<file path="config.mk">
export PLATFORM = sky130hd
export DESIGN_NAME = ubh_queue
export DESIGN_NICKNAME = d
export VERILOG_FILES = /design/src/rtl/ubh_pkg.sv /design/src/rtl/ubh_queue.sv
export SDC_FILE = /design/constraint.sdc
export NUM_CORES = 1
export LEC_CHECK = 0
export BUFFER_PORTS_ARGS = -buffer_cell sky130_fd_sc_hd__buf_2
export CELL_PAD_IN_SITES_DETAIL_PLACEMENT = 2
export CELL_PAD_IN_SITES_GLOBAL_PLACEMENT = 2
export CORE_MARGIN = 8
export CORE_UTILIZATION = 30
export CTS_CLUSTER_SIZE = 12
export DETAILED_ROUTE_END_ITERATION = 10
export HOLD_SLACK_MARGIN = 0.02
export PLACE_DENSITY_LB_ADDON = 0.1
export SLEW_MARGIN = 20
export SYNTH_ARGS = -nofsm -noshare
export SYNTH_HDL_FRONTEND = slang
export SYNTH_SLANG_ARGS = --single-unit
export TNS_END_PERCENT = 30
</file>
<file path="constraint.sdc">
create_clock -name clk -period 3.58 [get_ports clk]
set_input_delay 0.716 -clock clk [delete_from_list [all_inputs] [get_ports clk]]
set_output_delay 0.716 -clock clk [all_outputs]
set_load 0.01 [all_outputs]
</file>
<file path="src/rtl/ubh_pkg.sv">
`timescale 1ns / 1ps
`default_nettype none
// Shared types, codes and constants of the uniform-bin histogram.
package ubh_pkg;

  localparam int DEF_MAX_BINS    = 256;
  localparam int DEF_COUNT_WIDTH = 32;

  localparam int VAL_W       = 32;                  // samples and range registers
  localparam int SPAN_W      = 32;                  // a positive span fits unsigned 32
  localparam int BIN_IDX_W   = 9;                   // bins_in_use and bin index width
  localparam int READ_W      = 8;                   // read_bin and result bin width
  localparam int OUT_CNT_W   = 32;                  // reported count width
  localparam int DVD_W       = SPAN_W + BIN_IDX_W;  // dividend width
  localparam int STEP_W      = $clog2(DVD_W + 1);
  localparam int CFG_IDX_W   = 2;
  localparam int QUEUE_DEPTH = 2;

  localparam logic [CFG_IDX_W-1:0] REG_RANGE_LOW   = 2'd0;
  localparam logic [CFG_IDX_W-1:0] REG_RANGE_HIGH  = 2'd1;
  localparam logic [CFG_IDX_W-1:0] REG_BINS_IN_USE = 2'd2;

  localparam logic [VAL_W-1:0]     RANGE_LOW_RST  = 32'd0;
  localparam logic [VAL_W-1:0]     RANGE_HIGH_RST = 32'd65536;
  localparam logic [BIN_IDX_W-1:0] BINS_RST       = 9'd256;
  localparam logic [VAL_W-1:0]     EDGE_MAX       = 32'h7FFF_FFFF;

  typedef struct packed {
    logic                    operation;
    logic signed [VAL_W-1:0] sample;
    logic [READ_W-1:0]       read_bin;
  } item_t;

  typedef struct packed {
    logic                    counted;
    logic [READ_W-1:0]       bin;
    logic [OUT_CNT_W-1:0]    bin_count;
    logic signed [VAL_W-1:0] bin_lower_edge;
  } result_t;

  typedef enum logic [1:0] {
    CMD_MISS,
    CMD_INC,
    CMD_READ
  } cmd_kind_t;

  // classified request handed from front to back
  typedef struct packed {
    cmd_kind_t               kind;
    logic [BIN_IDX_W-1:0]    idx;
    logic signed [VAL_W-1:0] lower_edge;
  } cmd_t;

  typedef struct packed {
    logic              start;
    logic              long_div;
    logic [DVD_W-1:0]  dividend;
    logic [SPAN_W-1:0] divisor;
  } div_req_t;

  typedef struct packed {
    logic             done;
    logic [DVD_W-1:0] quotient;
  } div_rsp_t;

  typedef enum logic [2:0] {
    F_IDLE,
    F_MUL,
    F_START,
    F_DIV,
    F_PUSH
  } front_state_t;

  typedef enum logic [1:0] {
    B_CLEAR,
    B_IDLE,
    B_MODIFY
  } back_state_t;

endpackage
`default_nettype wire

</file>
<file path="src/rtl/ubh_queue.sv">
`timescale 1ns / 1ps
`default_nettype none
// Short FIFO of classified requests between front and back.
module ubh_queue
  import ubh_pkg::*;
(
  input  logic clk,
  input  logic rst,
  input  logic push,
  input  cmd_t push_cmd,
  output logic full,
  input  logic pop,
  output logic empty,
  output cmd_t head
);

  localparam int PTR_W = (QUEUE_DEPTH > 1) ? $clog2(QUEUE_DEPTH) : 1;
  localparam int CNT_W = $clog2(QUEUE_DEPTH + 1);

  cmd_t             slots [QUEUE_DEPTH];
  logic [PTR_W-1:0] wr_ptr;
  logic [PTR_W-1:0] rd_ptr;
  logic [CNT_W-1:0] count;

  assign full  = (count == CNT_W'(QUEUE_DEPTH));
  assign empty = (count == '0);
  assign head  = slots[rd_ptr];

  always_ff @(posedge clk) begin
    if (rst) begin
      wr_ptr <= '0;
      rd_ptr <= '0;
      count  <= '0;
    end else begin
      if (push) begin
        wr_ptr <= (wr_ptr == PTR_W'(QUEUE_DEPTH - 1)) ? '0 : wr_ptr + PTR_W'(1);
      end
      if (pop) begin
        rd_ptr <= (rd_ptr == PTR_W'(QUEUE_DEPTH - 1)) ? '0 : rd_ptr + PTR_W'(1);
      end
      if (push && !pop) begin
        count <= count + CNT_W'(1);
      end else if (pop && !push) begin
        count <= count - CNT_W'(1);
      end
    end
  end

  always_ff @(posedge clk) begin
    if (push) begin
      slots[wr_ptr] <= push_cmd;
    end
  end

`ifndef SYNTHESIS
  a_count_bound: assert property (@(posedge clk) disable iff (rst)
    (count <= CNT_W'(QUEUE_DEPTH)) && !(push && full) && !(pop && empty))
    else $error("request queue overrun or underrun");
`endif

endmodule
`default_nettype wire

</file>
==> metrics.md <==
| Metric | Value |
|---|---|
| Crit-path max FO | 22 |
| PwrDens | ~540 nW/um2 |
| Postcts setup bufs | 0 |
| Hold Path Stages | 2 |
| Final setup TNS | 0 ns |
| Min Clock Period, post-route | about 2.5 ns |
| Setup CP Type | reg2out |
| Total GRT Usage | 0.0987 |
| Critical-path cell list | buf_12 -> mux2_2 -> buf_2 |
| Slowest cell on crit path | dfxtp_2 |
| Hold Path Origin | count[1] |
| Initial antenna violation count | 0 |
| Arr. time, crit path | around 1.8 ns |
| Number of fill cells | ~1100 |
| Gates resized, CTS repair | 0 |
| Die Ht | 121 um |
| GPL Wtd Cong | 0.645 |
| Clk sinks | 91 |
| Clock slew at reported path FFs | about 0.090 ns |
| Layout cells sized above 1 | 0.590 |
| IO buf count | approximately 90 |
| DP Worst Slack | roughly 1.4 ns |
| Leakage | around 1.5 nW |
| Worst-Skew Late Latency | around 0.34 ns |
| Power consumption | 2.26 mW |
| RSZ-0062 raised after global routing | false |
| Synth warn | 0 |
| Hold Fails Final Rpt | 0 |
| Dpl hpwl | approximately 5 mm |
| Residual DRC count | 0 |
| Ant. Diodes | 0 |
| Post-route insts no fill | between 400 and 500 |
| Post-Route WL | 7.02 mm |
| Nature of the critical path startpoint | register |
| Post-Syn Instances | ~160 |
| Synth Cell Area | approximately 3300 um2 |
| Final instance area | 4160 um2 |
| Post-Syn Nets | 204 |
| Clock power share | 0.326 |
| CTS Buf Count | 9 |
| Synth-to-layout area growth | 25.7% |
| Register area share after synthesis | 0.811 |
| Commonest non-fill, non-tap cells in the layout | buf_2 (91), edfxtp_1 (86), mux2_2 (43), clkbuf_8 (9), nor2_1 (5) |
| Critical Path RT | between 2 and 3 ns |
| Max-slew headroom | 0.627 |
| Worst Reg2Reg Path Length in Cells | 2 |
| Worst reg2reg setup slack | ~1.9 ns |
| Final Cycle Share | 0.703 |
| Worst Max-Slew Pin Slew | around 0.56 ns |
| DR vias/cell | between 4 and 5 |
| Hold EP | count[1] |
| Nets | 304 |
| Run status | complete, no violations |
| DRT iter0 DRCs | 64 |
| Max frequency | 397 MHz |
| Cell internal pwr | 1.76 mW |
| Io pins | a little over 90 |
| Drt first pass iters | 4 |
| Worst setup EP type | primary output |
| WP buf/inv | 2 |
| Reg2Reg Capture Point | slots[1][0] |
| Core box area | ~11000 um2 |
| Die ar. | between 10000 and 15000 um2 |
| Post-synthesis cell type count | 16 |
| CP peak stage delay | 0.69 ns |
| Post-synthesis area per instance | around 21 um2 |
| Seq. cell area | 2680 um2 |
| Hold Path Class | reg2reg |
| Largest net degree at the start of global routing | 34 |
| Delay-heaviest family, CP | flip-flops |
| Net Sw Frac | 0.222 |
| Vias | 1734 |
| Die width | 121 um |
| Peak supply drop | 0.000188 V |
| Max-slew violations | 0 |
| Vias in the first global route | roughly 2000 |
| DP Area | roughly 4000 um2 |
| Clock buffer depth | 2 |
| Comb pwr share | 0.114 |
| Post-route antenna net violation count | 0 |
| Setup violations, final | 0 |
| Routed WL per cell | 17.5 um |
| Post-placement cell count | 385 |
| Sequential power share | 0.560 |
| GRT overflow | 0 |
| Root Buffer Master | clkbuf_8 |
| Commonest non-fill, non-tap cell in the layout | buf_2 |
| Layout Skew | slightly below 0.009 ns |
| Fin worst setup slack | ~1.1 ns |
| Synthesized flop and latch total | between 90 and 100 |
| H-tree depth reported by CTS | 3 |
| Hold buffer count at CTS | 0 |
| R2R Path Start | wr_ptr |
| First-pass GRT wire length | roughly 11 mm |
| Area of the multi-input gates | between 500 and 600 um2 |
| Net Sw Power | about 0.5 mW |
| CTS tree | built |
| Initial core utilization | 0.307 |
| Row Count | 38 |
| Max cap viols | 0 |
==> power groups by stage <==
stage | Combinational (mW) | Clock, mW | Sequential [mW]
finish | 0.258 | 0.736 | 1.27
global route | 0.282 | 0.812 | 1.27
CTS | 0.268 | 0.768 | 1.27
detailed placement | 0.267 | 0 | 1.29
global placement | 0.264 | 0 | 1.29
floorplan | 0.153 | 0 | 1.28
==> cells in the mapped netlist <==
master | instances | area share
dfxtp_1 | 5 | 0.030
or3_1 | 1 | 0.0019
inv_1 | 1 | 0.0011
mux2_2 | 43 | 0.15
buf_4 | 4 | 0.0091
ha_1 | 1 | 0.0038
and2b_2 | 1 | 0.0026
nor2_1 | 5 | 0.0057
nor2b_1 | 1 | 0.0019
edfxtp_1 | 86 | 0.78
o21ai_0 | 1 | 0.0015
buf_2 | 1 | 0.0015
a21oi_1 | 1 | 0.0015
xor2_1 | 2 | 0.0053
xnor2_1 | 2 | 0.0053
and2_1 | 1 | 0.0019
==> state kept, by name (all words and copies together), names as in the netlist, named ones only <==
name,count
wr_ptr,1
rd_ptr,1
count,2
slots,86
==> area by class of cell <==
cell class / count / area share
Tap cell: 140 / 0.0421
Inverter: 1 / 0.000902
Multi-Input combinational cell: 59 / 0.143
Clock inverter: 4 / 0.0180
Timing Repair Buffer: 94 / 0.118
Sequential cell: 91 / 0.645
Clock buffer: 12 / 0.0325
==> worst max path at each step <==
stage	startpoint	end	slack, ns	cells after the start
global placement	register	head[26]	1.36	3
floorplan	push	slots[0][0]	0.50	1
detailed placement	register	head[36]	1.38	3
CTS	register	head[25]	0.99	3
finish	register	head[25]	1.06	3
global route	register	head[26]	0.95	3
==> logic make-up after synthesis <==
| family | share of synthesized area |
|---|---|
| xor gates and xnor gates | 0.0106 |
| DFF | 0.811 |
| muxes | 0.146 |
| AOI/OAI and AO/OA | 0.00302 |
| buffers and inverters | 0.0117 |
| and+or+nand+nor | 0.0140 |
| adders and majority gates | 0.00378 |
==> worst min-delay path, stage by stage (launching register included) <==
cell     delay (ns)
dfxtp_1        0.33
o21ai_0        0.07
a21oi_1        0.06
==> metrics by stage <==
| step | utilization | hold slack (ns) |
|---|---|---|
| 6_report | 0.385 | 0.509 |
| 3_5_place_dp | 0.366 | 0.503 |
| 2_1_floorplan | - | 0.461 |
| 3_3_place_gp | 0.366 | 0.489 |
| 5_1_grt | 0.385 | 0.525 |
| 4_1_cts | 0.385 | 0.516 |
==> per-layer routing <==
| layer | vias up | track usage | share of wire |
|---|---|---|---|
| met3 | 7 | 0.0340 | 0.059 |
| li1 | 805 | - | - |
| met5 | - | 0 | 0 |
| met2 | 57 | 0.166 | 0.51 |
| met1 | 865 | 0.110 | 0.42 |
| met4 | 0 | 0.0468 | 0.014 |
(Power assumes the default switching activity.)
