File: src/rtl/ubh_pkg.sv
`timescale 1ns / 1ps
`default_nettype none
// Shared types, codes and constants of the uniform-bin histogram.
package ubh_pkg;

  localparam int DEF_MAX_BINS    = 256;
  localparam int DEF_COUNT_WIDTH = 32;

  localparam int VAL_W       = 32;                  // samples and range registers
  localparam int SPAN_W      = 32;                  // a positive span fits unsigned 32
  localparam int BIN_IDX_W   = 9;                   // bins_in_use and bin index width
  localparam int READ_W      = 8;                   // read_bin and result bin width
  localparam int OUT_CNT_W   = 32;                  // reported count width
  localparam int DVD_W       = SPAN_W + BIN_IDX_W;  // dividend width
  localparam int STEP_W      = $clog2(DVD_W + 1);
  localparam int CFG_IDX_W   = 2;
  localparam int QUEUE_DEPTH = 2;

  localparam logic [CFG_IDX_W-1:0] REG_RANGE_LOW   = 2'd0;
  localparam logic [CFG_IDX_W-1:0] REG_RANGE_HIGH  = 2'd1;
  localparam logic [CFG_IDX_W-1:0] REG_BINS_IN_USE = 2'd2;

  localparam logic [VAL_W-1:0]     RANGE_LOW_RST  = 32'd0;
  localparam logic [VAL_W-1:0]     RANGE_HIGH_RST = 32'd65536;
  localparam logic [BIN_IDX_W-1:0] BINS_RST       = 9'd256;
  localparam logic [VAL_W-1:0]     EDGE_MAX       = 32'h7FFF_FFFF;

  typedef struct packed {
    logic                    operation;
    logic signed [VAL_W-1:0] sample;
    logic [READ_W-1:0]       read_bin;
  } item_t;

  typedef struct packed {
    logic                    counted;
    logic [READ_W-1:0]       bin;
    logic [OUT_CNT_W-1:0]    bin_count;
    logic signed [VAL_W-1:0] bin_lower_edge;
  } result_t;

  typedef enum logic [1:0] {
    CMD_MISS,
    CMD_INC,
    CMD_READ
  } cmd_kind_t;

  // classified request handed from front to back
  typedef struct packed {
    cmd_kind_t               kind;
    logic [BIN_IDX_W-1:0]    idx;
    logic signed [VAL_W-1:0] lower_edge;
  } cmd_t;

  typedef struct packed {
    logic              start;
    logic              long_div;
    logic [DVD_W-1:0]  dividend;
    logic [SPAN_W-1:0] divisor;
  } div_req_t;

  typedef struct packed {
    logic             done;
    logic [DVD_W-1:0] quotient;
  } div_rsp_t;

  typedef enum logic [2:0] {
    F_IDLE,
    F_MUL,
    F_START,
    F_DIV,
    F_PUSH
  } front_state_t;

  typedef enum logic [1:0] {
    B_CLEAR,
    B_IDLE,
    B_MODIFY
  } back_state_t;

endpackage
`default_nettype wire

File: src/rtl/ubh_front.sv
`timescale 1ns / 1ps
`default_nettype none
// Front end: config registers, request accept, bin and edge computation.
module ubh_front
  import ubh_pkg::*;
#(
  parameter int MAX_BINS = DEF_MAX_BINS
) (
  input  logic                 clk,
  input  logic                 rst,
  input  logic                 item_valid,
  output logic                 item_stall,
  input  item_t                item,
  input  logic                 cfg_we,
  input  logic [CFG_IDX_W-1:0] cfg_index,
  input  logic [VAL_W-1:0]     cfg_data,
  input  logic                 clearing,
  output div_req_t             div_req,
  input  div_rsp_t             div_rsp,
  output logic                 push,
  output cmd_t                 push_cmd,
  input  logic                 q_full
);

  localparam int BINS_CAP = (MAX_BINS > (2 ** BIN_IDX_W) - 1) ? (2 ** BIN_IDX_W) - 1 : MAX_BINS;

  front_state_t         state;
  front_state_t         state_next;
  logic [VAL_W-1:0]     range_low;
  logic [VAL_W-1:0]     range_high;
  logic [BIN_IDX_W-1:0] bins_in_use;

  logic                 op;
  logic [READ_W-1:0]    read_bin;
  logic [VAL_W:0]       diff;
  logic [VAL_W:0]       span;
  logic [DVD_W-1:0]     prod;
  cmd_t                 cmd;
  cmd_t                 cmd_next;
  logic                 cmd_load;
  logic                 acc;

  logic [BIN_IDX_W-1:0] eff_bins;
  logic                 range_ok;
  logic                 in_range;
  logic                 go_div;
  logic [SPAN_W-1:0]    mul_a;
  logic [BIN_IDX_W-1:0] mul_b;
  logic [DVD_W-1:0]     mul_p;
  logic [DVD_W:0]       edge_sum;
  logic                 edge_sat;
  logic [VAL_W-1:0]     edge_val;

  assign acc = item_valid && !item_stall;

  always_comb begin
    eff_bins = (bins_in_use > BIN_IDX_W'(BINS_CAP)) ? BIN_IDX_W'(BINS_CAP) : bins_in_use;
    range_ok = !span[VAL_W] && (span != '0) && (eff_bins != '0);
    // diff < span implies the quotient stays below bins
    in_range = range_ok && !diff[VAL_W] && (diff[SPAN_W-1:0] < span[SPAN_W-1:0]);
    go_div   = op ? range_ok : in_range;
    mul_a    = op ? span[SPAN_W-1:0] : diff[SPAN_W-1:0];
    mul_b    = op ? BIN_IDX_W'(read_bin) : eff_bins;
    mul_p    = mul_a * mul_b;
    edge_sum = {{(DVD_W + 1 - VAL_W){range_low[VAL_W-1]}}, range_low}
             + {1'b0, div_rsp.quotient};
    edge_sat = !edge_sum[DVD_W] && (edge_sum[DVD_W-1:VAL_W-1] != '0);
    edge_val = edge_sat ? EDGE_MAX : edge_sum[VAL_W-1:0];
  end

  always_comb begin
    cmd_next      = '0;
    cmd_next.kind = CMD_MISS;
    if (state == F_MUL) begin
      if (op) begin
        cmd_next.kind       = CMD_READ;
        cmd_next.idx        = BIN_IDX_W'(read_bin);
        cmd_next.lower_edge = range_low;
      end
    end else if (op) begin
      cmd_next.kind       = CMD_READ;
      cmd_next.idx        = BIN_IDX_W'(read_bin);
      cmd_next.lower_edge = edge_val;
    end else begin
      cmd_next.kind = CMD_INC;
      cmd_next.idx  = div_rsp.quotient[BIN_IDX_W-1:0];
    end
  end

  always_comb begin
    state_next = state;
    case (state)
      F_IDLE:  if (acc) state_next = F_MUL;
      F_MUL:   state_next = go_div ? F_START : F_PUSH;
      F_START: state_next = F_DIV;
      F_DIV:   if (div_rsp.done) state_next = F_PUSH;
      F_PUSH:  if (!q_full) state_next = F_IDLE;
      default: state_next = F_IDLE;
    endcase
  end

  always_comb begin
    item_stall       = (state != F_IDLE) || clearing;
    cmd_load         = ((state == F_MUL) && !go_div) || ((state == F_DIV) && div_rsp.done);
    push             = (state == F_PUSH) && !q_full;
    div_req.start    = (state == F_START);
    div_req.long_div = op;
    div_req.dividend = prod;
    div_req.divisor  = op ? SPAN_W'(eff_bins) : span[SPAN_W-1:0];
  end

  assign push_cmd = cmd;

  always_ff @(posedge clk) begin
    if (rst) begin
      state       <= F_IDLE;
      range_low   <= RANGE_LOW_RST;
      range_high  <= RANGE_HIGH_RST;
      bins_in_use <= BINS_RST;
    end else begin
      state <= state_next;
      if (cfg_we) begin
        case (cfg_index)
          REG_RANGE_LOW:   range_low   <= cfg_data;
          REG_RANGE_HIGH:  range_high  <= cfg_data;
          REG_BINS_IN_USE: bins_in_use <= cfg_data[BIN_IDX_W-1:0];
          default: begin
          end
        endcase
      end
    end
  end

  always_ff @(posedge clk) begin
    if (acc) begin
      op       <= item.operation;
      read_bin <= item.read_bin;
      diff     <= {item.sample[VAL_W-1], item.sample} - {range_low[VAL_W-1], range_low};
      span     <= {range_high[VAL_W-1], range_high} - {range_low[VAL_W-1], range_low};
    end
    if (state == F_MUL) begin
      prod <= mul_p;
    end
    if (cmd_load) begin
      cmd <= cmd_next;
    end
  end

`ifndef SYNTHESIS
  a_done_in_div: assert property (@(posedge clk) disable iff (rst)
    div_rsp.done |-> (state == F_DIV))
    else $error("divider finished outside the wait state");

  a_inc_below_bins: assert property (@(posedge clk) disable iff (rst)
    (push && (push_cmd.kind == CMD_INC)) |-> (push_cmd.idx < eff_bins) && !op)
    else $error("counted bin not below the bin count");
`endif

endmodule
`default_nettype wire

File: config.mk
export PLATFORM = sky130hd
export DESIGN_NAME = ubh_front
export DESIGN_NICKNAME = d
export VERILOG_FILES = /design/src/rtl/ubh_pkg.sv /design/src/rtl/ubh_front.sv
export SDC_FILE = /design/constraint.sdc
export NUM_CORES = 1
export LEC_CHECK = 0
export BUFFER_PORTS_ARGS = -buffer_cell sky130_fd_sc_hd__buf_2
export CORE_ASPECT_RATIO = 0.75
export CORE_MARGIN = 4
export CORE_UTILIZATION = 45
export CTS_BUF_LIST = sky130_fd_sc_hd__clkbuf_8
export DETAILED_ROUTE_END_ITERATION = 8
export PLACE_DENSITY = 0.65
export SETUP_SLACK_MARGIN = 0.5
export SLEW_MARGIN = 20
export SYNTH_ARGS = -nofsm -noshare
export SYNTH_HDL_FRONTEND = slang
export SYNTH_SLANG_ARGS = --single-unit
File: constraint.sdc
create_clock -name clk -period 14.9 [get_ports clk]
set_input_delay 2.235 -clock clk [delete_from_list [all_inputs] [get_ports clk]]
set_output_delay 2.235 -clock clk [all_outputs]
set_load 0.005 [all_outputs]
==> results of run 1 <==
[synth_stat cells, drive strengths merged (6+ instances only)]
library cell	number
inv	329
nand2	293
nor2	273
fa	214
a21oi	204
ha	197
edfxtp	159
o21ai	121
xnor2	83
clkbuf	76
dfxtp	76
a21o	68
a31oi	42
mux2i	41
and2	37
nand3	33
xor2	33
mux2	30
nand2b	27
o21a	21
a211oi	20
nor2b	20
nand4	19
buf	18
nor3	18
o21bai	15
a22o	13
nand3b	12
nor4	11
or3	11
and3	10
and4	10
o211ai	9
a22oi	8
a211o	7
a21boi	7
o31a	7
a31o	6
o2111ai	6
or2	6
[cells in the final DEF (no fill, tap or decap), drive strengths merged, types with 76 or more instances in the layout]
master	count
a21oi	204
buf	259
dfxtp	76
edfxtp	159
fa	214
ha	197
inv	347
nand2	293
nor2	273
o21ai	121
xnor2	83
[stage by stage]
step | hold slack (ns) | power, uW | cells | setup WS (ns)
after global placement | 0.450 | 2490 | 3515 | 7.60
after floorplan | 0.436 | 2050 | 2639 | 8.49
after global routing | 0.474 | 3440 | 3601 | 7.21
after detailed placement | 0.453 | 2520 | 3515 | 7.38
final | 0.460 | 3190 | 3601 | 7.65
after CTS | 0.460 | 3180 | 3595 | 7.36
[cell families after synthesis]
family	synth area share, %
AND/OR/NAND/NOR	14.7
buffers and inverters	6.88
flip-flops	26.0
multiplexers	3.09
AO/OA/AOI/OAI	17.3
adder cells (fa/ha/maj)	27.9
XOR/XNOR	4.20
[power groups by stage]
stage | Sequential [uW] | Combinational (uW) | Clock, uW
2_1_floorplan | 872 | 1180 | 0
3_3_place_gp | 887 | 1610 | 0
3_5_place_dp | 888 | 1630 | 0
4_1_cts | 876 | 1650 | 660
5_1_grt | 881 | 1870 | 686
6_report | 876 | 1670 | 643
[registers in the layout (all words and copies together) (netlist names)]
| name | count |
|---|---|
| state | 3 |
| read_bin | 8 |
| span | 33 |
| range_high | 32 |
| op | 1 |
| range_low | 32 |
| diff | 33 |
| prod | 41 |
| push_cmd | 43 |
| bins_in_use | 9 |
[cell type report]
cell class                      instances  area (sq um)  area share [%]
Antenna cell                            5          12.5          0.0464
Clock buffer                           51           702            2.60
Clock inverter                         29           169           0.626
Inverter                              329          1230            4.58
Multi-Input combinational cell       1981         16300            60.4
Sequential cell                       235          6300            23.3
Tap cell                              712           891            3.30
Timing Repair Buffer                  259          1370            5.09
[final timing paths]
path	from	endpoint	slack (ns)	cells after the start
setup / recovery	bins_in_use[8]	prod[40]	7.65	20
setup reg to reg	bins_in_use[8]	prod[40]	7.65	20
hold / removal	range_high[11]	range_high[11]	0.46	2
hold reg to reg	range_high[11]	range_high[11]	0.46	2
[per-layer routing]
layer	GRT usage [%]	part of all wire [%]	wire [um]	vias up
met4	7.85	3.1	2340	4
met1	39.1	47	34800	9907
met5	1.61	0.18	135	-
met3	5.23	8.5	6330	124
li1	-	-	-	9434
met2	37.8	42	31200	818
[tightest hold or removal path, delay by kind of cell, from the launching register on]
kind | cells | cell delay (ns)
flip-flops | 1 | 0.31
AND/OR/NAND/NOR | 1 | 0.05
AO/OA/AOI/OAI | 1 | 0.05
==> flow_metrics.py, run 1 <==
metrics = {
    "logic_synthesis": {
        "syn_nets": 3173,
        "synth_top_area_cell": "edfxtp_1",
        "synth_cell_types": 79,
        "synth_area_leaders": "edfxtp_1, fa_1, ha_1",
        "netlist_area_sq_um": 24200,
        "async_flop_share_pct": 0,
        "yosys_warnings": 0,
        "synth-edff-count": 159,
        "synth_top_area_share_pct": 19.7,
        "synth_cells": 2639,
        "synth_top_flop_cell": "edfxtp_1",
        "synth_seq_area_share_pct": 26.0,
        "avgSynthCellArea_sq_um": 9.17,
        "synth_seq_cells": 235,
    },
    "finish": {
        "final_area_sq_um": 27000,
        "n_fill_cell": 4960,
        "syn_to_final_growth_pct": 11.4,
        "post-route-util_pct": 50.8,
        "drive_gt1_share_pct": 14.3,
        "num-nets-final": 3385,
    },
    "clock_network": {
        "cts_tree": "done",
        "numCtsBuffers": 45,
        "cts_resized": 0,
        "clk_pin_slew_worst_paths_ns": 0.06,
        "clock-sinks": 235,
        "postCtsSetupBuffers": 0,
        "cts_root_buf": "clkbuf_8",
        "ctsHoldBuffers": 0,
        "cts_buffer_depth": 3,
        "worst_skew_pair.late_latency_ns": 0.65,
        "htree_levels": 2,
    },
    "pwr": {
        "switching_power_uw": 1380,
        "swShare_pct": 43.2,
        "combPwrFrac_pct": 52.3,
        "powerDensity_nw_per_um2": 118,
        "seq_power_share_pct": 27.5,
        "pwr-share-clk_pct": 20.2,
        "power_leakage_uw": 0.0123,
        "peakVddDrop_v": 0.0000760,
        "p_int_uw": 1810,
    },
    "setup_path": {
        "worstPathCellList": "nor2_1, a22o_2, nand2_1, fa_1, inv_1, fa_1, fa_1, inv_1, fa_1, inv_1, ha_1, and4_1, a221oi_1, o211ai_1, o31ai_1, a21oi_1, a211oi_1, o21bai_1, a21oi_1, xnor2_1",
        "cp-start-kind": "flip-flop",
        "cp_slowest_stage_delay_ns": 0.73,
        "cpMostUsedCell": "fa_1",
        "cpLargestDelayFamily": "compound AO/OA/AOI/OAI gates",
        "crit_slowest_cell": "nor2_1",
        "worst-path-max-fanout": 28,
        "endpoint_kind": "flip-flop",
        "critical_path_class": "flip-flop to flip-flop",
        "crit_required_ns": 15.31,
        "timing.critical_path.buf_inv": 3,
        "cp.arrival_ns": 7.65,
    },
    "sta": {
        "finalCritPeriodShare_pct": 48.6,
        "worstMarginPinSlew_ns": 1.08,
        "final-hold-violation-count": 0,
        "rsz0062_at_grt": "no",
        "skew_ns": 0.0340,
        "finalCriticalPeriod_ns": 7.25,
        "drv_slew": 0,
        "setup_viol": 0,
        "relSlewSlack_pct": 28.2,
        "timing.setup.tns_ns": 0,
        "fmax_mhz": 138,
    },
    "placement": {
        "dp_hpwl_um": 60000,
        "gp_congestion": 0.926,
        "portBuffers": 242,
        "dpl_cell_area_sq_um": 26100,
    },
    "global_routing": {
        "antenna_found_initial": 6,
        "grt_pass1_vias": 20000,
        "grt_usage_pct": 26.1,
        "grt_pass1_wl_um": 117000,
        "grt_max_degree": 161,
        "gr-total-overflow": 0,
    },
    "detailed_routing": {
        "wl_per_cell_um": 20.8,
        "postRouteAntennaNets": 0,
        "num_vias": 20300,
        "viasPerCell": 5.63,
        "drt-initial-drc-count": 1874,
        "routed_wl_um": 74800,
        "drt_pass1_iterations": 5,
        "drc": 0,
    },
    "run": {
        "cap_violations": 0,
    },
    "die": {
        "die-area_sq_um": 57600,
        "start_util_pct": 45.6,
        "placementRows": 73,
        "die_w_um": 276,
        "core_sq_um": 53100,
        "design.portCount": 243,
        "die_y_um": 209,
    },
    "status": {
        "status": "finished clean",
    },
    "worst_hold_path": {
        "min_path_type": "flip-flop to flip-flop",
    },
}
No activity file was read; power rests on OpenSTA's default activity.
==> run 2: changes to the inputs <==
- PLACE_DENSITY: 0.65 -> 0.67
- clock period: 14.9 -> 5.85 ns (I/O delays scaled with it)
==> run 2 against run 1 <==
Net effect:
- the run now ends with setup timing left
- first-iteration DRC count up 5.7%
- final area up 11%
- worst setup slack worse by 8.0 ns
- die area unchanged
- final cell count up 6.9%
- total power rose to 3.0 times the previous value
- global-route usage up 3.2 points
- sequential share of layout area down 2.4 points
- clock-buffer cell count down 3
- critical path depth up 5
- worst hold slack worse by 0.028 ns
- clock power rose to 2.6 times the previous value
- critical path type unchanged
- critical endpoint unchanged
==> flow_metrics.py, run 2 (synthesis gave the netlist of run 1 again) <==
metrics = {
    "global_routing": {
        "grt_pass1_vias": 21700,
        "antenna_found_initial": 4,
        "grt_pass1_wl_um": 130000,
        "gr-total-overflow": 0,
        "grt_max_degree": 78,
        "grt_usage_pct": 29.2,
    },
    "sta": {
        "rsz0062_at_grt": "yes",
        "setup_viol": 9,
        "fin_ws_ns": -0.335,
        "worstMarginPinSlew_ns": 0.988,
        "final-hold-violation-count": 0,
        "skew_ns": 0.0435,
        "fmax_mhz": 162,
        "drv_slew": 0,
        "timing.setup.tns_ns": -1.61,
        "finalCritPeriodShare_pct": 106,
        "finalCriticalPeriod_ns": 6.19,
        "relSlewSlack_pct": 34.1,
    },
    "finish": {
        "n_fill_cell": 4694,
        "final_common_cell": "inv_1",
        "mostFrequentLayoutCells": "inv_1, nand2_1, buf_2",
        "largest_register_ff_count": 43,
        "num-nets-final": 3631,
        "multi_input_area_sq_um": 17200,
        "syn_to_final_growth_pct": 24.2,
        "regArea_sq_um": 6300,
        "drive_gt1_share_pct": 25.5,
    },
    "detailed_routing": {
        "num_vias": 21800,
        "drt_pass1_iterations": 5,
        "routed_wl_um": 84800,
        "wl_per_cell_um": 22.0,
        "viasPerCell": 5.67,
        "drc": 0,
        "postRouteAntennaNets": 0,
        "drt-initial-drc-count": 1980,
    },
    "placement": {
        "place_ws_ns": -0.527,
        "gp_congestion": 1.01,
        "dp_hpwl_um": 68800,
        "portBuffers": 242,
    },
    "clock_network": {
        "cts_tree": "done",
        "cts_buffer_depth": 3,
        "cts_root_buf": "clkbuf_8",
        "clock-sinks": 235,
        "htree_levels": 2,
        "worst_skew_pair.late_latency_ns": 0.64,
        "clk_pin_slew_worst_paths_ns": 0.06,
        "numCtsBuffers": 44,
    },
    "setup_path": {
        "critical_path_class": "flip-flop to flip-flop",
        "crit_required_ns": 6.23,
        "crit_slowest_cell": "fa_1",
        "cp.arrival_ns": 6.56,
        "worst-path-max-fanout": 16,
        "cp-start-kind": "flip-flop",
        "cp_slowest_stage_delay_ns": 0.57,
        "endpoint_kind": "flip-flop",
        "cpMostUsedCell": "fa_1",
    },
    "die": {
        "start_util_pct": 45.6,
        "die_w_um": 276,
        "design.portCount": 243,
        "placementRows": 73,
        "die-area_sq_um": 57600,
        "die_y_um": 209,
        "core_sq_um": 53100,
    },
    "pwr": {
        "peakVddDrop_v": 0.000271,
        "power_leakage_uw": 0.0138,
        "power.total_uw": 9660,
        "powerDensity_nw_per_um2": 321,
    },
    "worst_hold_path": {
        "min_path_type": "primary input to flip-flop",
    },
    "status": {
        "violations": "setup timing",
        "status": "complete, but fails checks",
    },
    "run": {
        "cap_violations": 0,
    },
}
## run 2: cell types whose count changed in the layout (fill, tap and decap cells not counted), sizes merged
cell      before  now
clkinvlp       1    0
diode          5    4
inv          347  350
buf          259  504
clkbuf        51   48
bufbuf         0    2
clkinv         9   10
bufinv         1    2
## run 2: area by class of cell
class	count	area share (%)
Multi-Input combinational cell	1981	57.1
Sequential cell	235	20.9
Timing Repair Buffer	506	11.9
Inverter	329	4.11
Tap cell	712	2.96
Clock buffer	48	2.20
Clock inverter	33	0.733
Antenna cell	4	0.0333
## run 2: metrics by stage
stage	instance area [sq um]	std cells	utilization, %	hold WS (ns)
3_5_place_dp	28200	3731	53.1	0.453
2_1_floorplan	24700	2639	-	0.436
5_1_grt	30100	3848	56.6	0.404
4_1_cts	29700	3837	56.1	0.386
3_3_place_gp	28200	3731	53.1	0.448
6_report	30100	3848	56.6	0.432
## run 2: what timing repair did
| action | 4_1_cts | 5_1_grt |
|---|---|---|
| resized for setup | 104 | 51 |
| hold buffers | 0 | 0 |
| cloned | 4 | 0 |
| pin swaps | 24 | 24 |
| setup buffers | 21 | 6 |
| setup endpoints to repair | 28 | 29 |
## run 2: where the power goes
group / switching [uW] / internal, uW
Combinational: 3130 / 2650
Clock: 783 / 854
Sequential: 123 / 2110
Total: 4040 / 5620
## run 2: path summary, 6_finish.rpt
kind,depth (start not counted),slack (ns),to,startpoint
min,1,0.43,read_bin[5],item[5]
max,25,-0.34,prod[40],op
min reg2reg,2,0.46,range_high[15],range_high[15]
max reg2reg,25,-0.34,prod[40],op
## run 2: worst max-delay path, delay by kind of cell (launching register included)
family          cells  cell delay [ns]
compound gates      8             1.36
xor+xnor            1             0.09
fa+ha+maj           5             2.35
buf+inv             8             1.13
flops               1             0.42
simple gates        3             0.54
## run 2: per-layer routing
layer | track usage (%) | part of all wire, % | vias up
li1 | - | - | 9934
met1 | 44.7 | 46 | 10800
met5 | 0 | 0 | -
met2 | 42.9 | 42 | 960
met3 | 4.98 | 9.2 | 112
met4 | 7.34 | 2.6 | 0
