[src/rtl/ubh_pkg.sv]
`timescale 1ns / 1ps
`default_nettype none
// Shared types, codes and constants of the uniform-bin histogram.
package ubh_pkg;

  localparam int DEF_MAX_BINS    = 256;
  localparam int DEF_COUNT_WIDTH = 32;

  localparam int VAL_W       = 32;                  // samples and range registers
  localparam int SPAN_W      = 32;                  // a positive span fits unsigned 32
  localparam int BIN_IDX_W   = 9;                   // bins_in_use and bin index width
  localparam int READ_W      = 8;                   // read_bin and result bin width
  localparam int OUT_CNT_W   = 32;                  // reported count width
  localparam int DVD_W       = SPAN_W + BIN_IDX_W;  // dividend width
  localparam int STEP_W      = $clog2(DVD_W + 1);
  localparam int CFG_IDX_W   = 2;
  localparam int QUEUE_DEPTH = 2;

  localparam logic [CFG_IDX_W-1:0] REG_RANGE_LOW   = 2'd0;
  localparam logic [CFG_IDX_W-1:0] REG_RANGE_HIGH  = 2'd1;
  localparam logic [CFG_IDX_W-1:0] REG_BINS_IN_USE = 2'd2;

  localparam logic [VAL_W-1:0]     RANGE_LOW_RST  = 32'd0;
  localparam logic [VAL_W-1:0]     RANGE_HIGH_RST = 32'd65536;
  localparam logic [BIN_IDX_W-1:0] BINS_RST       = 9'd256;
  localparam logic [VAL_W-1:0]     EDGE_MAX       = 32'h7FFF_FFFF;

  typedef struct packed {
    logic                    operation;
    logic signed [VAL_W-1:0] sample;
    logic [READ_W-1:0]       read_bin;
  } item_t;

  typedef struct packed {
    logic                    counted;
    logic [READ_W-1:0]       bin;
    logic [OUT_CNT_W-1:0]    bin_count;
    logic signed [VAL_W-1:0] bin_lower_edge;
  } result_t;

  typedef enum logic [1:0] {
    CMD_MISS,
    CMD_INC,
    CMD_READ
  } cmd_kind_t;

  // classified request handed from front to back
  typedef struct packed {
    cmd_kind_t               kind;
    logic [BIN_IDX_W-1:0]    idx;
    logic signed [VAL_W-1:0] lower_edge;
  } cmd_t;

  typedef struct packed {
    logic              start;
    logic              long_div;
    logic [DVD_W-1:0]  dividend;
    logic [SPAN_W-1:0] divisor;
  } div_req_t;

  typedef struct packed {
    logic             done;
    logic [DVD_W-1:0] quotient;
  } div_rsp_t;

  typedef enum logic [2:0] {
    F_IDLE,
    F_MUL,
    F_START,
    F_DIV,
    F_PUSH
  } front_state_t;

  typedef enum logic [1:0] {
    B_CLEAR,
    B_IDLE,
    B_MODIFY
  } back_state_t;

endpackage
`default_nettype wire

[src/rtl/ubh_div.sv]
`timescale 1ns / 1ps
`default_nettype none
// Restoring divider, one quotient bit per cycle, short or long quotient.
module ubh_div
  import ubh_pkg::*;
(
  input  logic     clk,
  input  logic     rst,
  input  div_req_t req,
  output div_rsp_t rsp
);

  logic              busy;
  logic              done;
  logic [STEP_W-1:0] cnt;
  logic [SPAN_W-1:0] rem;
  logic [SPAN_W-1:0] divisor;
  logic [DVD_W-1:0]  dvd;
  logic [DVD_W-1:0]  quo;
  logic [SPAN_W:0]   trial;
  logic [SPAN_W:0]   trial_sub;
  logic              ge;

  always_comb begin
    trial     = {rem, dvd[DVD_W-1]};
    ge        = trial >= {1'b0, divisor};
    trial_sub = trial - {1'b0, divisor};
  end

  always_ff @(posedge clk) begin
    if (rst) begin
      busy <= 1'b0;
      done <= 1'b0;
      cnt  <= '0;
    end else begin
      done <= busy && (cnt == STEP_W'(1));
      if (req.start) begin
        busy <= 1'b1;
        cnt  <= req.long_div ? STEP_W'(DVD_W) : STEP_W'(BIN_IDX_W);
      end else if (busy) begin
        cnt <= cnt - STEP_W'(1);
        if (cnt == STEP_W'(1)) begin
          busy <= 1'b0;
        end
      end
    end
  end

  // short form: quotient is known to fit BIN_IDX_W bits, so the upper
  // dividend bits already form a remainder below the divisor
  always_ff @(posedge clk) begin
    if (req.start) begin
      divisor <= req.divisor;
      quo     <= '0;
      if (req.long_div) begin
        rem <= '0;
        dvd <= req.dividend;
      end else begin
        rem <= req.dividend[DVD_W-1:BIN_IDX_W];
        dvd <= req.dividend << SPAN_W;
      end
    end else if (busy) begin
      rem <= ge ? trial_sub[SPAN_W-1:0] : trial[SPAN_W-1:0];
      dvd <= dvd << 1;
      quo <= {quo[DVD_W-2:0], ge};
    end
  end

  assign rsp.done     = done;
  assign rsp.quotient = quo;

endmodule
`default_nettype wire

[config.mk]
export PLATFORM = sky130hd
export DESIGN_NAME = ubh_div
export DESIGN_NICKNAME = d
export VERILOG_FILES = /design/src/rtl/ubh_pkg.sv /design/src/rtl/ubh_div.sv
export SDC_FILE = /design/constraint.sdc
export NUM_CORES = 1
export LEC_CHECK = 0
export BUFFER_PORTS_ARGS = -buffer_cell sky130_fd_sc_hd__buf_2
export CAP_MARGIN = 20
export CORE_MARGIN = 4
export CORE_UTILIZATION = 30
export CTS_CLUSTER_DIAMETER = 40
export CTS_CLUSTER_SIZE = 25
export DETAILED_ROUTE_END_ITERATION = 10
export PLACE_DENSITY_LB_ADDON = 0.25
export SLEW_MARGIN = 10
export SYNTH_ARGS = -nofsm -noshare
export SYNTH_HDL_FRONTEND = slang
export SYNTH_SLANG_ARGS = --single-unit
[constraint.sdc]
create_clock -name clk -period 3.6 [get_ports clk]
set_clock_uncertainty 0.2 [all_clocks]
set_input_delay 0.36 -clock clk [delete_from_list [all_inputs] [get_ports clk]]
set_output_delay 0.36 -clock clk [all_outputs]
set_load 0.01 [all_outputs]
==> impl_metrics.json, run 1 <==
{
  "synth_top_area_frac": 0.394,
  "ios": 119,
  "fin_util": 0.379,
  "wl_met1_mm": 9.48,
  "syn-num-nets": 845,
  "postSynthCellCount": 733,
  "max_freq_mhz": 303,
  "seq_area_frac_synth": 0.516,
  "post-place-ws_ps": 196,
  "antennaDiodeCount": 0,
  "register_area_sq_um": 4140,
  "synth_edf_count": 105,
  "cts_root_buf": "clkbuf_16",
  "synth_area_leaders": "edfxtp_1 (39%), dfxtp_1 (12%), mux2i_1 (9.7%), ha_1 (5.3%), a22o_1 (3.4%)",
  "hold_slack_ps": 19.6,
  "die_y_um": 171,
  "multi_input_area_sq_um": 3550,
  "fin_crit_ps": 3300,
  "async_flop_share": 0,
  "avgSynthCellArea_sq_um": 10.9,
  "tightest_slew_ps": 915,
  "cp_max_fo": 4,
  "coreArea_sq_um": 26100,
  "clock_sinks": 154,
  "portBuffers": 118,
  "crit_arrival_ps": 3290,
  "rows": 59,
  "vias": 5993,
  "grt-ovfl-total": 0,
  "worstSkewPairLatency_ps": 440,
  "via_per_inst": 4.88,
  "wl_met2_mm": 9.39,
  "synthFlopType": "edfxtp_1",
  "top_layer_used": "met5",
  "power_density_nw_per_um2": 623,
  "first_pass_iters": 5,
  "drtAntennaViolNets": 0,
  "syn_area_sq_um": 8010,
  "grtUsageTotal": 0.140,
  "drt-total-wl_mm": 20.4,
  "ys_types": 60,
  "met3_length_mm": 1.27,
  "grt_pass1_wl_mm": 32.6,
  "gp_congestion": 0.847,
  "fin_ws_ps": 300,
  "cts_tree": "done",
  "max-clock-path-buffers": 2,
  "grt_max_degree": 127,
  "maxCapViolCount": 0,
  "wl_per_cell_um": 16.6,
  "dieArea_sq_um": 29400,
  "drc_errors": 0,
  "grt_setup_unrepaired": "false",
  "drive_gt1_frac": 0.199,
  "start_util": 0.307,
  "status": "complete, no violations",
  "dieWidth_um": 171,
  "fin_nets": 992,
  "areaGrowthSynthToFinish_pct": 23.5,
  "hold_class": "in2reg",
  "cts_made_buffers": 17,
  "worstSetupStartpointType": "flip-flop",
  "setup_viol": 0,
  "worstSetupPathType": "reg2reg",
  "grt_pass1_vias": 6068,
  "ir_drop_uv": 345,
  "antenna_found_initial": 5,
  "hold_viol_final": 0,
  "dp_hpwl_mm": 14.2,
  "ys_ff_latch": 154,
  "power_mw": 6.16,
  "cp-end-kind": "flip-flop",
  "htreeDepth": 4,
  "slew_headroom": 0.374,
  "nFillCells": 2657,
  "setup_tns_ps": 0,
  "post_cts_buffers": 0,
  "drv_slew": 0,
  "drtIter0Drc": 300,
  "ys_warn_count": 0,
  "fin_crit_sh": 0.917,
  "p_leak_nw": 4.30,
  "required_ps": 3580,
  "clkSlewWorstSetupHoldPaths_ps": 80,
  "yosys.area.top_type": "edfxtp_1"
}
-- sequential cells by signal (all words and copies together), names as in the netlist --
name and cells:
busy 1, cnt 6, divisor 32, done 1, dvd 41, quo 41, rem 32
-- final cells by class --
class                   count  area share
repair buffers            162       0.104
multi-input cells         502       0.359
clock inverters            15      0.0168
clock buffers              17      0.0430
flip-flops and latches    154       0.418
inverters                  43      0.0163
well taps                 335      0.0424
-- per-stage QoR --
stage	instances	area, sq um
floorplan	733	8010
global placement	1162	8950
detailed placement	1162	8950
CTS	1228	9880
global route	1228	9890
finish	1228	9890
-- cell usage in the layout, fill, tap and decap left out, types with 10 or more instances in the layout --
cell / n
and3_1: 10
a22o_1: 31
inv_1: 43
o21ai_1: 22
buf_2: 117
dlygate4sd3_1: 34
xor2_1: 15
ha_1: 34
clkbuf_16: 17
edfxtp_1: 105
nand2_1: 52
mux2i_1: 78
a21o_1: 17
a21oi_1: 45
nand3_1: 13
o21ai_0: 24
xnor2_1: 17
dfxtp_1: 48
nor2_1: 68
-- power breakdown --
group,switching [mW],internal [mW]
Combinational,1.16,0.902
Clock,0.888,0.940
Sequential,0.105,2.16
-- cell usage after synthesis (3+ instances only) --
cell	number
o21a_1	3
nor3_1	6
xnor2_1	17
buf_12	3
nand4_1	4
a31oi_1	4
nor2_1	70
a22o_1	31
and2_1	3
a21oi_1	45
o211ai_1	4
dfxtp_1	49
xor2_1	15
o21ai_1	22
nor2b_1	4
a211oi_1	3
and3_1	10
nand2_1	52
ha_1	34
nand2b_1	4
o21ai_0	24
mux2i_1	78
clkbuf_1	14
buf_1	13
a21o_1	17
edfxtp_1	105
inv_1	43
nand3_1	13
-- layer usage --
metal,vias to the layer above,global-route usage
met2,136,0.224
met4,10,0.0348
li1,2966,-
met3,24,0.0478
met5,-,0
met1,2857,0.182
-- kinds of logic (layout without fill, tap and decap cells) --
family                   count (synthesis)  in the layout  share of synthesized area
buffers and inverters                   77            237                     0.0439
AO/OA/AOI/OAI                          180            180                      0.152
adder cells (fa/ha/maj)                 35             35                     0.0556
multiplexers                            79             79                     0.0988
XOR/XNOR                                32             32                     0.0350
AND/OR/NAND/NOR                        176            176                     0.0985
flip-flops                             154            154                      0.516
-- critical path: stages (launching register included) --
cell and delay [ps]:
edfxtp_1 380, inv_1 80, ha_1 160, inv_1 50, fa_1 430, a211oi_2 280
o211ai_1 180, and4_1 280, a211oi_4 270, o21ai_2 150, a21oi_2 190, o21ai_0 140
xnor2_1 160, o21ai_1 90
-- path summary, 6_finish.rpt --
check                  startpoint                   end  slack (ps)  cells after the start
max             dvd[40]$_DFFE_PP_     rem[28]$_DFFE_PP_         300                     13
min                       req[46]      rem[5]$_DFFE_PP_          20                      3
max reg2reg     dvd[40]$_DFFE_PP_     rem[28]$_DFFE_PP_         300                     13
min reg2reg  quo[40]$_SDFFE_PP0P_  quo[40]$_SDFFE_PP0P_         300                      2
-- what timing repair did --
item	CTS	global route
hold endpoints to repair	40	0
hold buffers	34	0
setup endpoints to repair	0	3
resized for setup	0	2
Power figures use the tool's default switching activity.
==> run 2: changes to the inputs <==
--- a/config.mk
+++ b/config.mk
@@ -5,6 +5,7 @@
 export SDC_FILE = /design/constraint.sdc
 export NUM_CORES = 1
 export LEC_CHECK = 0
+export ABC_AREA = 1
 export BUFFER_PORTS_ARGS = -buffer_cell sky130_fd_sc_hd__buf_2
 export CAP_MARGIN = 20
 export CORE_MARGIN = 4
==> impl_metrics.json, run 2 <==
{
  "synth_area_leaders": "edfxtp_1 (35%), nand2_1 (15%), dfxtp_1 (11%), inv_1 (9.8%), nand3_1 (5.5%)",
  "ir_drop_uv": 308,
  "status": "complete, no violations",
  "tightest_slew_ps": 909,
  "grt_pass1_wl_mm": 42.1,
  "drtAntennaViolNets": 0,
  "avgSynthCellArea_sq_um": 7.67,
  "cts-resized-gates": 0,
  "drive_gt1_frac": 0.154,
  "ios": 119,
  "antennaDiodeCount": 0,
  "async_flop_share": 0,
  "rows": 63,
  "hold_slack_ps": 25.1,
  "grt_use_met1": 0.209,
  "drt-total-wl_mm": 25.7,
  "power_mw": 6.39,
  "fin_crit_sh": 0.787,
  "wl_per_cell_um": 14.9,
  "dpl-instance-area_sq_um": 10000,
  "synthTopCellsByCount": "nand2_1 (364), inv_1 (236), edfxtp_1 (105), nand3_1 (100), dfxtp_1 (49)",
  "maxCapViolCount": 0,
  "r2r-start": "rem[17]$_DFFE_PP_",
  "worstSkewPairLatency_ps": 450,
  "cts_tree": "done",
  "coreArea_sq_um": 29700,
  "top_regs": "dvd (41), quo (41)",
  "synthFlopType": "edfxtp_1",
  "via_per_inst": 4.53,
  "grt-ovfl-total": 0,
  "setup_tns_ps": 0,
  "post_cts_buffers": 0,
  "start_util": 0.305,
  "met2_usage": 0.265,
  "hold_buffers": 34,
  "p_leak_nw": 5.37,
  "syn_area_sq_um": 9070,
  "postSynthCellCount": 1182,
  "clkSlewWorstSetupHoldPaths_ps": 80,
  "htreeDepth": 4,
  "first_pass_iters": 5,
  "design_area_sq_um": 11000,
  "cts_root_buf": "clkbuf_16",
  "fin_crit_ps": 2830,
  "ys_ff_latch": 154,
  "die_y_um": 182,
  "setup_viol": 0,
  "drc_errors": 0,
  "drv_slew": 0,
  "vias": 7820,
  "ys_warn_count": 0,
  "slew_headroom": 0.394,
  "dieArea_sq_um": 33100,
  "hold_viol_final": 0,
  "hold_class": "in2reg",
  "antenna_found_initial": 0,
  "gp_congestion": 0.915,
  "final_common_cell": "nand2_1",
  "yosys.area.top_type": "edfxtp_1",
  "crit_arrival_ps": 2920,
  "critPathLaunch": "rem[17]$_DFFE_PP_",
  "hp-start": "req[65]",
  "layout_common_cells": "nand2_1 (364), inv_1 (236), buf_2 (118), edfxtp_1 (105), nand3_1 (100)",
  "synth_edf_count": 105,
  "cp_max_fo": 33,
  "ys_types": 41,
  "required_ps": 3680,
  "use_met3": 0.0339,
  "max-clock-path-buffers": 2,
  "power_density_nw_per_um2": 581,
  "cts_made_buffers": 17,
  "nFillCells": 3114,
  "dieWidth_um": 182,
  "synth_top_area_frac": 0.348,
  "worstSetupStartpointType": "flip-flop",
  "seq_area_frac_synth": 0.456,
  "grtUsageTotal": 0.158,
  "syn-num-nets": 1294,
  "grt_pass1_vias": 8045,
  "fin_nets": 1437,
  "areaGrowthSynthToFinish_pct": 21.3,
  "portBuffers": 118,
  "yosysMostFrequentCell": "nand2_1",
  "dp_hpwl_mm": 19.4,
  "clock_sinks": 154,
  "max_freq_mhz": 353,
  "busiest_layer": "met2",
  "worstSetupPathType": "reg2reg",
  "grt_setup_unrepaired": "false",
  "grt_max_degree": 43,
  "drtIter0Drc": 410,
  "cp-end-kind": "flip-flop"
}
==> run 2: kinds of logic (layout without fill, tap and decap cells) <==
logic type / Yosys count / after routing / synth area share
and+or+nand+nor: 577 / 577 / 0.282
buffers and inverters: 288 / 444 / 0.126
DFF: 154 / 154 / 0.456
AOI/OAI and AO/OA: 113 / 113 / 0.0727
adders and majority gates: 35 / 35 / 0.0491
xor gates and xnor gates: 15 / 15 / 0.0145
==> run 2: final timing paths <==
check                           slack [ps]              endpoint  cells past startpoint
worst min-delay path                    30     rem[24]$_DFFE_PP_                      3
worst min register to register         270  quo[40]$_SDFFE_PP0P_                      2
worst max register to register         770     rem[14]$_DFFE_PP_                     12
worst max-delay path                   770     rem[14]$_DFFE_PP_                     12
==> run 2: metal layers <==
layer,vias up,wire [um],share of wire
li1,4039,-,-
met1,3594,12200,0.47
met2,162,12100,0.47
met3,25,1200,0.047
met4,0,324,0.013
met5,-,0,0
==> run 2: worst max-delay path: stages (launching register included) <==
cell and delay [ps]:
edfxtp_1 420, ha_1 400, nand2_1 100, nand2_1 70, nand2_1 60, nand2_1 80
a21oi_2 200, nor2_4 70, nor2_8 460, nand2_8 270, nand2_1 140, nand3_1 80
o21ai_1 90
==> run 2: cell type report <==
class / instances / area (sq um) / share of cell area
Multi-Input combinational cell: 740 / 3800 / 0.345
Tap cell: 390 / 488 / 0.0443
Clock buffer: 17 / 425 / 0.0387
Timing Repair Buffer: 163 / 1030 / 0.0932
Sequential cell: 154 / 4130 / 0.376
Inverter: 249 / 937 / 0.0852
Clock inverter: 15 / 194 / 0.0176
==> run 2: power breakdown <==
part	internal, mW	leakage, nW	switching, mW
combinational	0.801	3.60	1.44
clock	0.961	0.302	0.959
sequential	2.14	1.47	0.0915
total	3.91	5.37	2.49
==> run 2: through the flow <==
stage	instances	worst slack, ps	util
floorplan	1182	1190	-
global placement	1662	761	0.338
detailed placement	1662	757	0.338
CTS	1728	737	0.370
global route	1728	476	0.370
finish	1728	768	0.370
==> run 3: changes to the inputs <==
==> constraint.sdc (replaced) <==
create_clock -name clk -period 2.6 [get_ports clk]
set_clock_uncertainty 0.2 [all_clocks]
set_input_delay 0.26 -clock clk [delete_from_list [all_inputs] [get_ports clk]]
set_output_delay 0.26 -clock clk [all_outputs]
set_load 0.01 [all_outputs]
==> impl_metrics.json, run 3 (synthesis gave the netlist of run 2 again) <==
{
  "status": "complete, no violations",
  "cp-end-kind": "flip-flop",
  "dp_hpwl_mm": 20.4,
  "dp.cells": 1692,
  "drc_errors": 0,
  "rows": 63,
  "grt_max_degree": 43,
  "max_freq_mhz": 398,
  "fin_crit_ps": 2510,
  "antennaDiodeCount": 0,
  "portBuffers": 118,
  "required_ps": 2590,
  "hold_slack_ps": 8.44,
  "antenna_found_initial": 1,
  "wl_per_cell_um": 15.4,
  "ios": 119,
  "wl_met1_mm": 13.0,
  "fin_nets": 1507,
  "cp_max_fo": 11,
  "tightest_slew_ps": 502,
  "drv_slew": 0,
  "cts_root_buf": "clkbuf_16",
  "crit_arrival_ps": 2500,
  "slew_headroom": 0.665,
  "first_pass_iters": 5,
  "final_common_cell": "nand2_1",
  "top_regs": "dvd (41), quo (41)",
  "hold_class": "in2reg",
  "power_density_nw_per_um2": 793,
  "drtIter0Drc": 421,
  "hold_viol_final": 0,
  "setup_viol": 0,
  "cts_tree": "done",
  "top_layer_used": "met4",
  "worstSetupStartpointType": "flip-flop",
  "grtUsageTotal": 0.164,
  "met3_length_mm": 1.18,
  "clkSlewWorstSetupHoldPaths_ps": 80,
  "coreArea_sq_um": 29700,
  "grt_setup_unrepaired": "true",
  "areaGrowthSynthToFinish_pct": 33.6,
  "gp_congestion": 0.923,
  "wl_met2_mm": 13.2,
  "grt_pass1_wl_mm": 43.4,
  "htreeDepth": 4,
  "worstSkewPairLatency_ps": 440,
  "grt-ovfl-total": 0,
  "fin_util": 0.408,
  "via_per_inst": 4.51,
  "die_y_um": 182,
  "vias": 8110,
  "setup_tns_ps": 0,
  "dieArea_sq_um": 33100,
  "nFillCells": 3056,
  "dieWidth_um": 182,
  "max-clock-path-buffers": 2,
  "worstSetupPathType": "reg2reg",
  "fin_cells": 1798,
  "drt-total-wl_mm": 27.7,
  "cts_made_buffers": 17,
  "grt_pass1_vias": 8150,
  "start_util": 0.305,
  "clock_sinks": 154,
  "fin_crit_sh": 0.966,
  "ir_drop_uv": 470,
  "layout_common_cells": "nand2_1 (354), inv_1 (231), buf_2 (118), edfxtp_1 (105), nand3_1 (99)",
  "maxCapViolCount": 0,
  "p_leak_nw": 5.73,
  "drtAntennaViolNets": 0,
  "drive_gt1_frac": 0.207
}
-- run 3: cell type report --
class | instances | area, sq um | share of cell area
clock buffers | 18 | 450 | 0.0372
clock inverters | 14 | 170 | 0.0140
repair buffers | 232 | 1740 | 0.144
flip-flops and latches | 154 | 4130 | 0.341
well taps | 390 | 488 | 0.0403
multi-input cells | 741 | 4200 | 0.347
inverters | 249 | 937 | 0.0773
-- run 3: stage by stage --
stage          area, sq um  power, mW  setup WS [ps]
3_3_place_gp         10300       6.50           -160
6_report             12100       9.61           87.2
4_1_cts              11700       9.26           36.7
5_1_grt              12100       10.3          -12.6
2_1_floorplan         9070       5.49            253
3_5_place_dp         10300       6.51           -132
-- run 3: power by group --
part / internal [mW] / total, mW / switching [mW]
sequential: 2.97 / 3.14 / 0.173
clock: 1.36 / 2.60 / 1.24
combinational: 1.61 / 3.87 / 2.26
total: 5.94 / 9.61 / 3.67
-- run 3: worst max-delay path, stage by stage (launching register included) --
cell       delay (ps)
edfxtp_1          440
ha_4              280
buf_4             150
nand2_2            80
nor2_2             50
nand2_2            80
nor2_2             50
nand2_2            80
nand2_4            60
nor2_8            290
clkbuf_16         240
nand3b_1           80
nand3_1           110
nand2_1            60
-- run 3: layer usage --
| metal | GRT usage | vias up |
|---|---|---|
| met5 | 0 | - |
| met4 | 0.0408 | 0 |
| met3 | 0.0333 | 20 |
| met2 | 0.276 | 169 |
| met1 | 0.216 | 3739 |
| li1 | - | 4182 |
-- run 3: what timing repair did --
item,in CTS,in global routing
pin swaps,1,7
hold buffers,70,0
resized for setup,4,67
gates cloned,1,2
setup endpoints to repair,32,32
hold endpoints to repair,96,0
setup buffers,0,1
-- run 3: path summary, 6_finish.rpt --
check | slack, ps | endpoint | cells past startpoint | from
max reg2reg | 90 | rem[19]$_DFFE_PP_ | 13 | rem[7]$_DFFE_PP_
max | 90 | rem[19]$_DFFE_PP_ | 13 | rem[7]$_DFFE_PP_
min | 8 | dvd[40]$_DFFE_PP_ | 3 | req[40]
min reg2reg | 270 | quo[40]$_SDFFE_PP0P_ | 2 | quo[40]$_SDFFE_PP0P_
